<file path="src/hw/rtl/nlip_pkg.sv">
package nlip_pkg;

    localparam int unsigned ByteW   = 8;
    localparam int unsigned WordW   = 16;
    localparam int unsigned SkipW   = 6;
    localparam int unsigned QDepth  = 4;

    localparam logic [SkipW-1:0] SkipReset = 6'd35;

    localparam logic [WordW-1:0] ZoneMark = 16'hFFFF;
    localparam logic [WordW-1:0] HostMark = 16'hFFFE;
    localparam logic [WordW-1:0] EndWord  = 16'h0000;

    localparam logic [ByteW-1:0] ChNul   = 8'd0;
    localparam logic [ByteW-1:0] ChLf    = 8'd10;
    localparam logic [ByteW-1:0] ChCr    = 8'd13;
    localparam logic [ByteW-1:0] ChEof   = 8'd26;
    localparam logic [ByteW-1:0] ChEsc   = 8'd27;
    localparam logic [ByteW-1:0] ChComma = 8'd44;
    localparam logic [ByteW-1:0] ChSemi  = 8'd59;
    localparam logic [ByteW-1:0] ChZero  = 8'd48;
    localparam logic [ByteW-1:0] ChD     = 8'd68;
    localparam logic [ByteW-1:0] ChH     = 8'd72;
    localparam logic [ByteW-1:0] ChP     = 8'd80;
    localparam logic [ByteW-1:0] ChR     = 8'd82;
    localparam logic [ByteW-1:0] ChZ     = 8'd90;
    localparam logic [ByteW-1:0] ChLowL  = 8'd108;
    localparam logic [ByteW-1:0] ChLowU  = 8'd117;

    typedef enum logic [5:0] {
        PH_LINE    = 6'b000001,
        PH_COMMENT = 6'b000010,
        PH_FIELDS  = 6'b000100,
        PH_SKIP    = 6'b001000,
        PH_TAIL    = 6'b010000,
        PH_HALT    = 6'b100000
    } phase_t;

    // words produced by one accepted byte, oldest first
    typedef struct packed {
        logic [1:0]       count;
        logic [WordW-1:0] word0;
        logic [WordW-1:0] word1;
    } push_t;

endpackage

</file>
<file path="src/hw/rtl/nlip_parser.sv">
module nlip_parser
(
    input  logic                             clk,
    input  logic                             rst_n,
    input  logic                             cfg_wr_en,
    input  logic [nlip_pkg::SkipW-1:0]       cfg_wr_data,
    input  logic                             byte_fire,
    input  logic [nlip_pkg::ByteW-1:0]       byte_in,
    output nlip_pkg::push_t                  push
);

    nlip_pkg::phase_t              phase_reg, phase_next;
    logic [nlip_pkg::ByteW-1:0]    head0_reg, head0_next;
    logic [nlip_pkg::ByteW-1:0]    head1_reg, head1_next;
    logic [nlip_pkg::ByteW-1:0]    head2_reg, head2_next;
    logic [1:0]                    chars_reg, chars_next;
    logic [1:0]                    commas_reg, commas_next;
    logic [nlip_pkg::WordW-1:0]    acc_reg, acc_next;
    logic [nlip_pkg::SkipW-1:0]    skip_reg, skip_next;
    logic [nlip_pkg::SkipW-1:0]    cfg_skip_reg;

    logic                          in_number;
    logic [nlip_pkg::WordW-1:0]    num;
    logic [nlip_pkg::WordW-1:0]    acc_step;
    logic [nlip_pkg::SkipW-1:0]    skip_dec;
    nlip_pkg::push_t               emit;
    nlip_pkg::push_t               push_c;

    // line words from the head bytes as they stand after this byte
    always_comb
    begin
        num = acc_reg;
        if (acc_reg[nlip_pkg::WordW-1:1] == nlip_pkg::HostMark[nlip_pkg::WordW-1:1])
        begin
            num = '0;
        end
        emit = '0;
        if (head0_next == nlip_pkg::ChZ)
        begin
            emit.count = 2'd2;
            emit.word0 = nlip_pkg::ZoneMark;
            emit.word1 = num;
        end
        else if (head0_next == nlip_pkg::ChR)
        begin
            emit.count = 2'd2;
            emit.word0 = nlip_pkg::HostMark;
            emit.word1 = num;
        end
        else if (head0_next == nlip_pkg::ChH)
        begin
            if (head1_next != nlip_pkg::ChLowU && head2_next != nlip_pkg::ChLowL)
            begin
                emit.count = 2'd2;
                emit.word0 = nlip_pkg::HostMark;
                emit.word1 = num;
            end
            else
            begin
                emit.count = 2'd1;
                emit.word0 = num;
            end
        end
        else if (head0_next == nlip_pkg::ChComma || head0_next == nlip_pkg::ChP
                 || head0_next == nlip_pkg::ChD)
        begin
            emit.count = 2'd1;
            emit.word0 = num;
        end
    end

    // acc * 10 + byte - '0', wraps at 16 bits
    assign acc_step = (acc_reg << 3) + (acc_reg << 1)
                      + {{(nlip_pkg::WordW-nlip_pkg::ByteW){1'b0}}, byte_in}
                      - {{(nlip_pkg::WordW-nlip_pkg::ByteW){1'b0}}, nlip_pkg::ChZero};
    assign skip_dec  = skip_reg - 1'b1;
    assign in_number = (head0_reg == nlip_pkg::ChComma) ? (commas_reg == 2'd0)
                                                        : (commas_reg == 2'd1);

    always_comb
    begin
        phase_next  = phase_reg;
        head0_next  = head0_reg;
        head1_next  = head1_reg;
        head2_next  = head2_reg;
        chars_next  = chars_reg;
        commas_next = commas_reg;
        acc_next    = acc_reg;
        skip_next   = skip_reg;
        push_c      = '0;
        case (phase_reg)
            nlip_pkg::PH_LINE:
            begin
                if (byte_in == nlip_pkg::ChNul || byte_in == nlip_pkg::ChEof)
                begin
                    push_c.count = 2'd1;
                    push_c.word0 = nlip_pkg::EndWord;
                    phase_next   = nlip_pkg::PH_HALT;
                end
                else if (byte_in == nlip_pkg::ChCr || byte_in == nlip_pkg::ChLf
                         || byte_in == nlip_pkg::ChEsc)
                begin
                    phase_next = phase_reg;
                end
                else if (byte_in == nlip_pkg::ChSemi)
                begin
                    phase_next = nlip_pkg::PH_COMMENT;
                end
                else
                begin
                    head0_next  = byte_in;
                    head1_next  = '0;
                    head2_next  = '0;
                    chars_next  = 2'd1;
                    commas_next = 2'd0;
                    acc_next    = '0;
                    phase_next  = nlip_pkg::PH_FIELDS;
                end
            end
            nlip_pkg::PH_COMMENT, nlip_pkg::PH_TAIL:
            begin
                if (byte_in == nlip_pkg::ChNul || byte_in == nlip_pkg::ChLf)
                begin
                    phase_next = nlip_pkg::PH_LINE;
                end
            end
            nlip_pkg::PH_FIELDS:
            begin
                case (chars_reg)
                    2'd0:    head0_next = byte_in;
                    2'd1:    head1_next = byte_in;
                    2'd2:    head2_next = byte_in;
                    default: head2_next = head2_reg;
                endcase
                if (chars_reg != 2'd3)
                begin
                    chars_next = chars_reg + 2'd1;
                end
                if (byte_in == nlip_pkg::ChComma)
                begin
                    if (commas_reg != 2'd0)
                    begin
                        // second comma closes the field part
                        commas_next = 2'd2;
                        push_c      = emit;
                        skip_next   = cfg_skip_reg;
                        phase_next  = (cfg_skip_reg == '0) ? nlip_pkg::PH_TAIL
                                                           : nlip_pkg::PH_SKIP;
                    end
                    else
                    begin
                        commas_next = 2'd1;
                    end
                end
                else if (in_number)
                begin
                    acc_next = acc_step;
                end
            end
            nlip_pkg::PH_SKIP:
            begin
                skip_next = skip_dec;
                if (skip_dec == '0)
                begin
                    phase_next = nlip_pkg::PH_TAIL;
                end
            end
            nlip_pkg::PH_HALT:
            begin
                phase_next = nlip_pkg::PH_HALT;
            end
            default:
            begin
                phase_next = nlip_pkg::PH_HALT;
            end
        endcase
    end

    assign push = byte_fire ? push_c : '0;

    always_ff @(posedge clk or negedge rst_n)
    begin
        if (!rst_n)
        begin
            phase_reg    <= nlip_pkg::PH_LINE;
            head0_reg    <= '0;
            head1_reg    <= '0;
            head2_reg    <= '0;
            chars_reg    <= '0;
            commas_reg   <= '0;
            acc_reg      <= '0;
            skip_reg     <= '0;
            cfg_skip_reg <= nlip_pkg::SkipReset;
        end
        else
        begin
            if (cfg_wr_en)
            begin
                cfg_skip_reg <= cfg_wr_data;
            end
            if (byte_fire)
            begin
                phase_reg  <= phase_next;
                head0_reg  <= head0_next;
                head1_reg  <= head1_next;
                head2_reg  <= head2_next;
                chars_reg  <= chars_next;
                commas_reg <= commas_next;
                acc_reg    <= acc_next;
                skip_reg   <= skip_next;
            end
        end
    end

endmodule

</file>
<file path="src/hw/rtl/nlip_out_queue.sv">
module nlip_out_queue
#(
    parameter int unsigned DEPTH = nlip_pkg::QDepth
)
(
    input  logic                          clk,
    input  logic                          rst_n,
    input  nlip_pkg::push_t               push,
    output logic                          room2,
    output logic                          out_valid,
    input  logic                          out_stall,
    output logic [nlip_pkg::WordW-1:0]    out_word
);

    localparam int unsigned PtrW = (DEPTH > 1) ? $clog2(DEPTH) : 1;
    localparam int unsigned CntW = $clog2(DEPTH + 1);

    logic [nlip_pkg::WordW-1:0] mem_reg [DEPTH];
    logic [PtrW-1:0]            wr_ptr_reg, wr_ptr_next;
    logic [PtrW-1:0]            rd_ptr_reg, rd_ptr_next;
    logic [PtrW-1:0]            wr_ptr_1;
    logic [CntW-1:0]            count_reg, count_next;
    logic                       pop;

    function automatic logic [PtrW-1:0] ptr_inc(input logic [PtrW-1:0] p);
        logic [PtrW-1:0] r;
        if (p == PtrW'(DEPTH - 1))
        begin
            r = '0;
        end
        else
        begin
            r = p + 1'b1;
        end
        return r;
    endfunction

    assign out_valid = (count_reg != '0);
    assign out_word  = mem_reg[rd_ptr_reg];
    assign pop       = out_valid && !out_stall;
    assign room2     = (count_reg <= CntW'(DEPTH - 2));
    assign wr_ptr_1  = ptr_inc(wr_ptr_reg);

    always_comb
    begin
        wr_ptr_next = wr_ptr_reg;
        case (push.count)
            2'd1:    wr_ptr_next = wr_ptr_1;
            2'd2:    wr_ptr_next = ptr_inc(wr_ptr_1);
            default: wr_ptr_next = wr_ptr_reg;
        endcase
        rd_ptr_next = pop ? ptr_inc(rd_ptr_reg) : rd_ptr_reg;
        count_next  = count_reg + CntW'(push.count) - CntW'(pop);
    end

    always_ff @(posedge clk)
    begin
        if (push.count != 2'd0)
        begin
            mem_reg[wr_ptr_reg] <= push.word0;
        end
        if (push.count == 2'd2)
        begin
            mem_reg[wr_ptr_1] <= push.word1;
        end
    end

    always_ff @(posedge clk or negedge rst_n)
    begin
        if (!rst_n)
        begin
            wr_ptr_reg <= '0;
            rd_ptr_reg <= '0;
            count_reg  <= '0;
        end
        else
        begin
            wr_ptr_reg <= wr_ptr_next;
            rd_ptr_reg <= rd_ptr_next;
            count_reg  <= count_next;
        end
    end

endmodule

</file>
<file path="src/hw/rtl/node_list_index_parser.sv">
// node list index parser
//
// input channel: in_valid / in_stall / in_byte, one text byte per transfer.
// a transfer happens on a rising edge with in_valid high and in_stall low.
// output channel: out_valid / out_stall / index_word, one 16-bit index word
// per transfer (zone marker, host marker, node number, or 0 at list end).
// config: cfg_wr_en / cfg_wr_data writes the skip count used after the
// number field of each line; write it only while the block is idle.
//
// every byte is parsed on the edge it is accepted and its words (up to two)
// land in a small output queue; with the queue empty, the first word is
// visible in the cycle after the byte that closes a line. a byte is taken
// every cycle while the queue has room for two words (one byte per cycle
// sustained); at the default depth only output stall can take that room.
// when the receiver stalls, the queue fills and in_stall rises; nothing is
// dropped and the head word holds steady.
// reset (rst_n low, async) empties the queue, returns the parser to line
// start and loads the skip count with 35. after the end word the parser
// ignores all input until the next reset.
module node_list_index_parser
#(
    parameter int unsigned QUEUE_DEPTH = nlip_pkg::QDepth
)
(
    input  logic                          clk,
    input  logic                          rst_n,
    input  logic                          cfg_wr_en,
    input  logic [nlip_pkg::SkipW-1:0]    cfg_wr_data,
    input  logic                          in_valid,
    output logic                          in_stall,
    input  logic [nlip_pkg::ByteW-1:0]    in_byte,
    output logic                          out_valid,
    input  logic                          out_stall,
    output logic [nlip_pkg::WordW-1:0]    index_word
);

    logic            room2;
    logic            byte_fire;
    nlip_pkg::push_t push;

    // hold input off unless the queue can absorb a full two-word line
    assign in_stall  = !room2;
    assign byte_fire = in_valid && !in_stall;

    // byte-level parse state, skip count register and word generation
    nlip_parser u_parser
    (
        .clk         (clk),
        .rst_n       (rst_n),
        .cfg_wr_en   (cfg_wr_en),
        .cfg_wr_data (cfg_wr_data),
        .byte_fire   (byte_fire),
        .byte_in     (in_byte),
        .push        (push)
    );

    // result queue separating parser from the output handshake
    nlip_out_queue
    #(
        .DEPTH (QUEUE_DEPTH)
    )
    u_out_queue
    (
        .clk       (clk),
        .rst_n     (rst_n),
        .push      (push),
        .room2     (room2),
        .out_valid (out_valid),
        .out_stall (out_stall),
        .out_word  (index_word)
    );

endmodule
</file>
<file path="config.mk">
export PLATFORM = sky130hd
export DESIGN_NAME = node_list_index_parser
export DESIGN_NICKNAME = d
export VERILOG_FILES = /design/src/hw/rtl/nlip_pkg.sv /design/src/hw/rtl/nlip_parser.sv /design/src/hw/rtl/nlip_out_queue.sv /design/src/hw/rtl/node_list_index_parser.sv
export SDC_FILE = /design/constraint.sdc
export NUM_CORES = 1
export LEC_CHECK = 0
export BUFFER_PORTS_ARGS = -buffer_cell sky130_fd_sc_hd__clkbuf_2
export CELL_PAD_IN_SITES_DETAIL_PLACEMENT = 1
export CELL_PAD_IN_SITES_GLOBAL_PLACEMENT = 1
export CORE_MARGIN = 2
export CORE_UTILIZATION = 30
export CTS_CLUSTER_DIAMETER = 40
export CTS_CLUSTER_SIZE = 20
export DETAILED_ROUTE_END_ITERATION = 10
export HOLD_SLACK_MARGIN = 0.05
export PLACE_DENSITY = 0.56
export SKIP_LAST_GASP = 1
export SYNTH_ARGS = -nofsm -noshare
export SYNTH_HDL_FRONTEND = slang
export SYNTH_SLANG_ARGS = --single-unit
</file>
<file path="constraint.sdc">
create_clock -name clk -period 8.7 [get_ports clk]
set_input_delay 1.305 -clock clk [delete_from_list [all_inputs] [get_ports clk]]
set_output_delay 1.305 -clock clk [all_outputs]
set_load 0.1 [all_outputs]
</file>
==> metrics.md, run 1 <==
| Metric | Value |
|---|---|
| Crit end category | `flop` |
| Die X | `171 um` |
| Post-CTS Setup Bufs | `0` |
| Hold-fix buffers, CTS | `0` |
| Worst Tran Pin Value | `0.948 ns` |
| P&R area growth vs syn | `13.6%` |
| Placer Congestion | `0.800` |
| Pre-antenna DRT Iters | `4` |
| Die Area | `29,200 sq um` |
| Min-Delay Path Class | `flop to flop` |
| Crit-path cells | `clkbuf_2, nor2b_1, nand4_1, nand4_1, o221ai_1, or3_1, o22ai_2, nand2_2, buf_4, inv_1, ha_1, nand2_1, nand3_1, a22oi_1` |
| CP Launch Type | `primary input` |
| Global-route wire length before repair | `37,400 um` |
| Setup TNS | `0 ns` |
| Post-layout min period | `5.45 ns` |
| Net Switching | `0.978 mW` |
| Syn Std Cell Area | `8340 sq um` |
| Levels on crit path | `14` |
| # nets final | `896` |
| CTS tree | `yes` |
| Global route overflow | `0` |
| Fmax | `0.183 GHz` |
| Power per cell area | `242 nW/um^2` |
| Largest net degree at the start of global routing | `70` |
| Routed vias/inst | `5.20` |
| # port buffers | `36` |
| Status | `completed` |
| Seq pwr share | `32.7%` |
| Root Buffer | `clkbuf_16` |
| Setup WS post-layout | `3.25 ns` |
| CP max FO | `63` |
| Crit-path max cell delay | `0.59 ns` |
| P_int | `1.32 mW` |
| CP required | `8.83 ns` |
| Gr usage total | `16.4%` |
| Vias in the first global route | `6,647` |
| PostCTS Resize Cnt | `0` |
| 1st-iter DRT viols | `367` |
| Core Footprint | `27,600 sq um` |
| Final setup vio count | `0` |
| Post-DP HPWL | `15,800 um` |
| Via count | `6,287` |
| Crit path top cell by count | `nand4_1` |
| Clk sink count | `133` |
| Layout cell share with drive strength beyond 1 | `15.5%` |
| Highest metal used | `met4` |
| RSZ-0062 raised after global routing | `no` |
| Worst Reg-to-Reg Cells | `13` |
| Cells after synthesis | `800` |
| Gate power share | `34.4%` |
| Worst-case clock buffer depth | `2` |
| Die extent in y | `171 um` |
| Fillers | `3,094` |
| H-tree depth | `4` |
| Sw Share | `42.6%` |
| Final Max Tran Viols | `0` |
| Final period utilization | `62.6%` |
| Max_slew headroom | `35.9%` |
| Yosys reg bits | `133` |
| Main synth FF type | `dfrtp_1` |
| Clock power frac | `32.9%` |
| Sequential area share after synthesis | `43.8%` |
| Crit. Startpoint | `in_byte[1]` |
| Clock Latency Late Sink | `0.43 ns` |
| Met2 WL post-DR | `11,200 um` |
| Async set or reset register ratio after synthesis | `51.9%` |
| WL final | `22,900 um` |
| RR Endpoint | `u_out_queue.mem_reg[1][5]` |
| # rows | `61` |
| Met3 Routed Length | `565 um` |
| Routed Antenna Nets | `0` |
| Final Skew | `0.0163 ns` |
| Setup crit end | `u_out_queue.mem_reg[1][5]` |
| Antenna violations before repair | `0` |
| Ant diodes | `0` |
| CTS clk-pin slew, worst paths | `0.07 ns` |
| Slowest CP cell | `nand3_1` |
| Register-to-register setup slack | `3.71 ns` |
| Total area of sequential cells | `3650 sq um` |
| Maximum vdd drop | `0.195 mV` |
| Num ports | `37` |
| M1 wire length | `11,000 um` |
| DRC | `0` |
| Arr. time, crit path | `5.58 ns` |
| Reg-to-reg startpoint | `u_parser.phase_reg[1]` |
| Family with the most delay on the worst path | `simple AND/OR/NAND/NOR gates` |
| Worst path bufs/invs | `3` |
| CTS Buf Count | `17` |
| EDFF count, synth | `64` |
| Net Count, Synth | `879` |
| Pleak | `3.49 nW` |
| Initial Util | `30.3%` |
| Routed len/inst | `19.0 um` |
| Max cap viols | `0` |
| Synth cell types | `74` |
| Avg Cell Area, Syn | `10.4 sq um` |
| Min-Delay Startpoint | `u_parser.head2_reg[0]` |
| Post-place setup slack | `2.85 ns` |
| Final hold violation count | `0` |
| Largest register FFs | `64` |
| Synth warn | `0` |
| Multi-input gate area | `4240 sq um` |
| Setup CP Type | `primary input to flop` |
logic make-up after synthesis:
family / Yosys count / synth area share, %
multiplexers: 32 / 6.43
buffers and inverters: 112 / 5.41
AO/OA/AOI/OAI: 229 / 19.5
adder cells (fa/ha/maj): 60 / 9.63
AND/OR/NAND/NOR: 214 / 13.1
flip-flops: 133 / 43.8
XOR/XNOR: 20 / 2.10
per-layer routing:
| metal | up-vias | track usage (%) |
|---|---|---|
| li1 | 3035 | - |
| met1 | 3157 | 22.1 |
| met2 | 78 | 27.9 |
| met3 | 17 | 2.57 |
| met4 | 0 | 3.72 |
| met5 | - | 0 |
layout by cell type, fill, tap and decap left out, types with 6 or more instances in the layout:
cell       instances
xnor2_1           12
mux4_2            16
nor3_1            16
clkbuf_2          35
nand2_1           74
xor2_1             8
nor2b_1            8
o21ai_0           53
nand4_1           12
buf_4             10
o211ai_1           6
dfrtp_1           65
clkbuf_16         17
edfxtp_1          64
a22oi_1           75
nor2_1            36
or3_1              8
a21o_1             7
a21oi_1           25
fa_1               7
mux2_2            13
nand3_1           19
a22o_1            16
inv_1             64
ha_1              53
final cells by class:
type | count | area share, %
well taps | 378 | 4.99
inverters | 65 | 2.57
clock inverters | 15 | 1.99
flip-flops and latches | 133 | 38.6
multi-input cells | 555 | 44.8
repair buffers | 45 | 2.64
clock buffers | 17 | 4.49
metrics by stage:
step                util (%)  power (mW)  cell area, sq um  hold WS [ns]  std cells
detailed placement      32.2        1.56              8860         0.475       1176
global route            34.4        2.40              9480         0.512       1208
CTS                     34.4        2.32              9480         0.499       1208
finish                  34.4        2.29              9480         0.499       1208
global placement        32.2        1.55              8860         0.480       1176
floorplan                  -        1.41              8340         0.458        800
worst min-delay path by stage:
| stage | to | cells after the start |
|---|---|---|
| floorplan | u_parser.head2_reg[7] | 1 |
| global placement | u_parser.head2_reg[0] | 1 |
| detailed placement | u_parser.head2_reg[0] | 1 |
| CTS | u_parser.head2_reg[0] | 1 |
| global route | u_parser.head2_reg[0] | 1 |
| finish | u_parser.head2_reg[0] | 1 |
synth_stat cells, drive strengths merged, types with 10 or more instances:
cell type | instances | area, sq um
nand2 | 76 | 288
a22oi | 75 | 563
dfrtp | 65 | 1630
edfxtp | 64 | 1920
inv | 64 | 240
o21ai | 58 | 290
ha | 53 | 663
nor2 | 37 | 146
clkbuf | 27 | 101
a21oi | 25 | 125
buf | 20 | 106
nand3 | 19 | 95.1
nor3 | 19 | 110
a22o | 16 | 140
mux4 | 16 | 360
mux2 | 13 | 146
nand4 | 12 | 75.1
xnor2 | 12 | 105
o211ai | 10 | 95.1
power groups by stage:
stage / clock network, mW / registers [mW] / logic, mW
after global routing: 0.801 / 0.758 / 0.845
final: 0.754 / 0.750 / 0.790
after detailed placement: 0 / 0.763 / 0.797
after floorplan: 0 / 0.733 / 0.674
after CTS: 0.775 / 0.751 / 0.799
after global placement: 0 / 0.763 / 0.788
No activity file was read; power rests on OpenSTA's default activity.
==> inputs of run 2 (changes only) <==
PLACE_DENSITY = 0.58   (was 0.56)
clock period = 4.5 ns   (was 8.7 ns; I/O delays follow)
==> metrics.md, run 2 (synthesis gave the netlist of run 1 again) <==
| Metric | Value |
|---|---|
| Worst-case clock buffer depth | `2 (unchanged)` |
| CP max FO | `15 (was 63)` |
| Post-DP HPWL | `16,200 um (was 15,800 um)` |
| CTS tree | `yes (unchanged)` |
| # rows | `61 (unchanged)` |
| Initial Util | `30.3% (unchanged)` |
| Max cap viols | `0 (unchanged)` |
| 1st-iter DRT viols | `384 (was 367)` |
| Final Max Tran Viols | `0 (unchanged)` |
| Arr. time, crit path | `4.35 ns (was 5.58 ns)` |
| CP Launch Type | `flop (was primary input)` |
| Via count | `6,406 (was 6,287)` |
| Routed len/inst | `18.4 um (was 19.0 um)` |
| Most common cell after layout, fill and taps aside | `a22oi_1 (unchanged)` |
| Post-placement cell count | `1,205 (was 1,176)` |
| Routed Antenna Nets | `0 (unchanged)` |
| Worst Reg-to-Reg Cells | `15 (was 13)` |
| Core Footprint | `27,600 sq um (unchanged)` |
| Placer Congestion | `0.817 (was 0.800)` |
| Die X | `171 um (unchanged)` |
| Pleak | `3.63 nW (was 3.49 nW)` |
| # port buffers | `36 (unchanged)` |
| Post-CTS Setup Bufs | `0 (unchanged)` |
| Post-place setup slack | `0.101 ns (was 2.85 ns)` |
| Final hold violation count | `0 (unchanged)` |
| Hold-fix buffers, CTS | `0 (unchanged)` |
| CTS clk-pin slew, worst paths | `0.07 ns (about the same)` |
| Global-route wire length before repair | `37,700 um (was 37,400 um)` |
| Vias in the first global route | `6,845 (was 6,647)` |
| Routed vias/inst | `5.18 (was 5.20)` |
| CP required | `4.76 ns (was 8.83 ns)` |
| Ant diodes | `0 (unchanged)` |
| Root Buffer | `clkbuf_16 (unchanged)` |
| Clock Latency Late Sink | `0.44 ns (was 0.43 ns)` |
| Largest net degree at the start of global routing | `70 (unchanged)` |
| Layout cell share with drive strength beyond 1 | `18.5% (was 15.5%)` |
| Global route overflow | `0 (unchanged)` |
| Antenna violations before repair | `0 (unchanged)` |
| Die extent in y | `171 um (unchanged)` |
| Total Power | `4.46 mW (was 2.29 mW)` |
| DRC | `0 (unchanged)` |
| Fmax | `0.245 GHz` |
| Final setup vio count | `0 (unchanged)` |
| Worst Tran Pin Value | `0.935 ns (was 0.948 ns)` |
| Post-layout min period | `4.09 ns` |
| Gr usage total | `16.7% (was 16.4%)` |
| RSZ-0062 raised after global routing | `no (unchanged)` |
| Min-Delay Path Class | `primary input to asynchronous set/reset pin (was flop to flop)` |
| Die Area | `29,200 sq um (unchanged)` |
| Num ports | `37 (unchanged)` |
| Most frequent cells in the layout | `a22oi_1 (75), nand2_1 (74), dfrtp_1 (65) (unchanged)` |
| Final period utilization | `90.9%` |
| H-tree depth | `4 (unchanged)` |
| Maximum vdd drop | `0.305 mV (was 0.195 mV)` |
| Status | `completed (unchanged)` |
| Finished Layout Cells | `1,237 (was 1,208)` |
| P&R area growth vs syn | `16.4% (was 13.6%)` |
| Crit end category | `flop (unchanged)` |
| Pre-antenna DRT Iters | `4 (unchanged)` |
| Largest register FFs | `64 (unchanged)` |
| CTS Buf Count | `17 (unchanged)` |
| Final Skew | `0.0162 ns (was 0.0163 ns)` |
| Setup WS post-layout | `0.410 ns (was 3.25 ns)` |
| Power per cell area | `459 nW/um^2 (was 242 nW/um^2)` |
| # nets final | `925 (was 896)` |
| WL final | `22,800 um (was 22,900 um)` |
| Clk sink count | `133 (unchanged)` |
| Setup CP Type | `flop to flop (was primary input to flop)` |
| Max_slew headroom | `37.6% (was 35.9%)` |
## run 2: final timing paths
path                                          startpoint                   endpoint  slack, ns
worst max-delay path               u_parser.phase_reg[1]  u_out_queue.mem_reg[0][5]       0.41
worst min-delay path                               rst_n      u_parser.chars_reg[0]       0.35
worst max register to register     u_parser.phase_reg[1]  u_out_queue.mem_reg[0][5]       0.41
worst min register to register  u_out_queue.count_reg[2]   u_out_queue.count_reg[2]       0.49
max in group asynchronous                          rst_n        u_parser.acc_reg[7]       3.51
min in group clk                          cfg_wr_data[5]   u_parser.cfg_skip_reg[5]       0.47
## run 2: final cells by class
class                   count  area (sq um)
repair buffers             74           493
clock buffers              17           425
well taps                 378           473
flip-flops and latches    133          3650
multi-input cells         555          4240
fillers                  3117         17800
inverters                  65           244
clock inverters            15           181
## run 2: critical path, stage by stage (launching register included)
cell and delay, ns:
dfrtp_1 0.43, or4_1 0.60, buf_4 0.21, nor2_4 0.19, buf_4 0.18, nand2_1 0.07
o221ai_1 0.29, buf_4 0.20, nand2_1 0.05, o22ai_1 0.17, nor2_1 0.08, o22a_1 0.26
ha_1 0.31, nand2_1 0.16, o211ai_2 0.39, a22oi_1 0.34
## run 2: per-stage QoR
stage          util, %  setup TNS, ns  area (sq um)  hold slack, ns
2_1_floorplan        -          -6.54          8340           0.379
3_3_place_gp      33.0              0          9100           0.476
3_5_place_dp      33.0              0          9100           0.487
4_1_cts           35.2              0          9710           0.412
5_1_grt           35.3              0          9710           0.432
6_report          35.3              0          9710           0.352
## run 2: repair_timing
action	4_1_cts	5_1_grt
resized for setup	0	1
endpoints found under the hold margin	0	0
setup endpoints to repair	0	13
## run 2: per-layer routing
metal	wire length, um	track usage, %	vias up
met5	0	0	-
met4	296	4.12	0
met3	756	3.49	24
met2	11100	28.6	104
met1	10700	21.4	3178
li1	-	-	3100
## run 2: where the power goes
| group | switching (mW) | internal (mW) |
|---|---|---|
| sequential | 0.107 | 1.34 |
| combinational | 1.13 | 0.439 |
| clock | 0.649 | 0.795 |
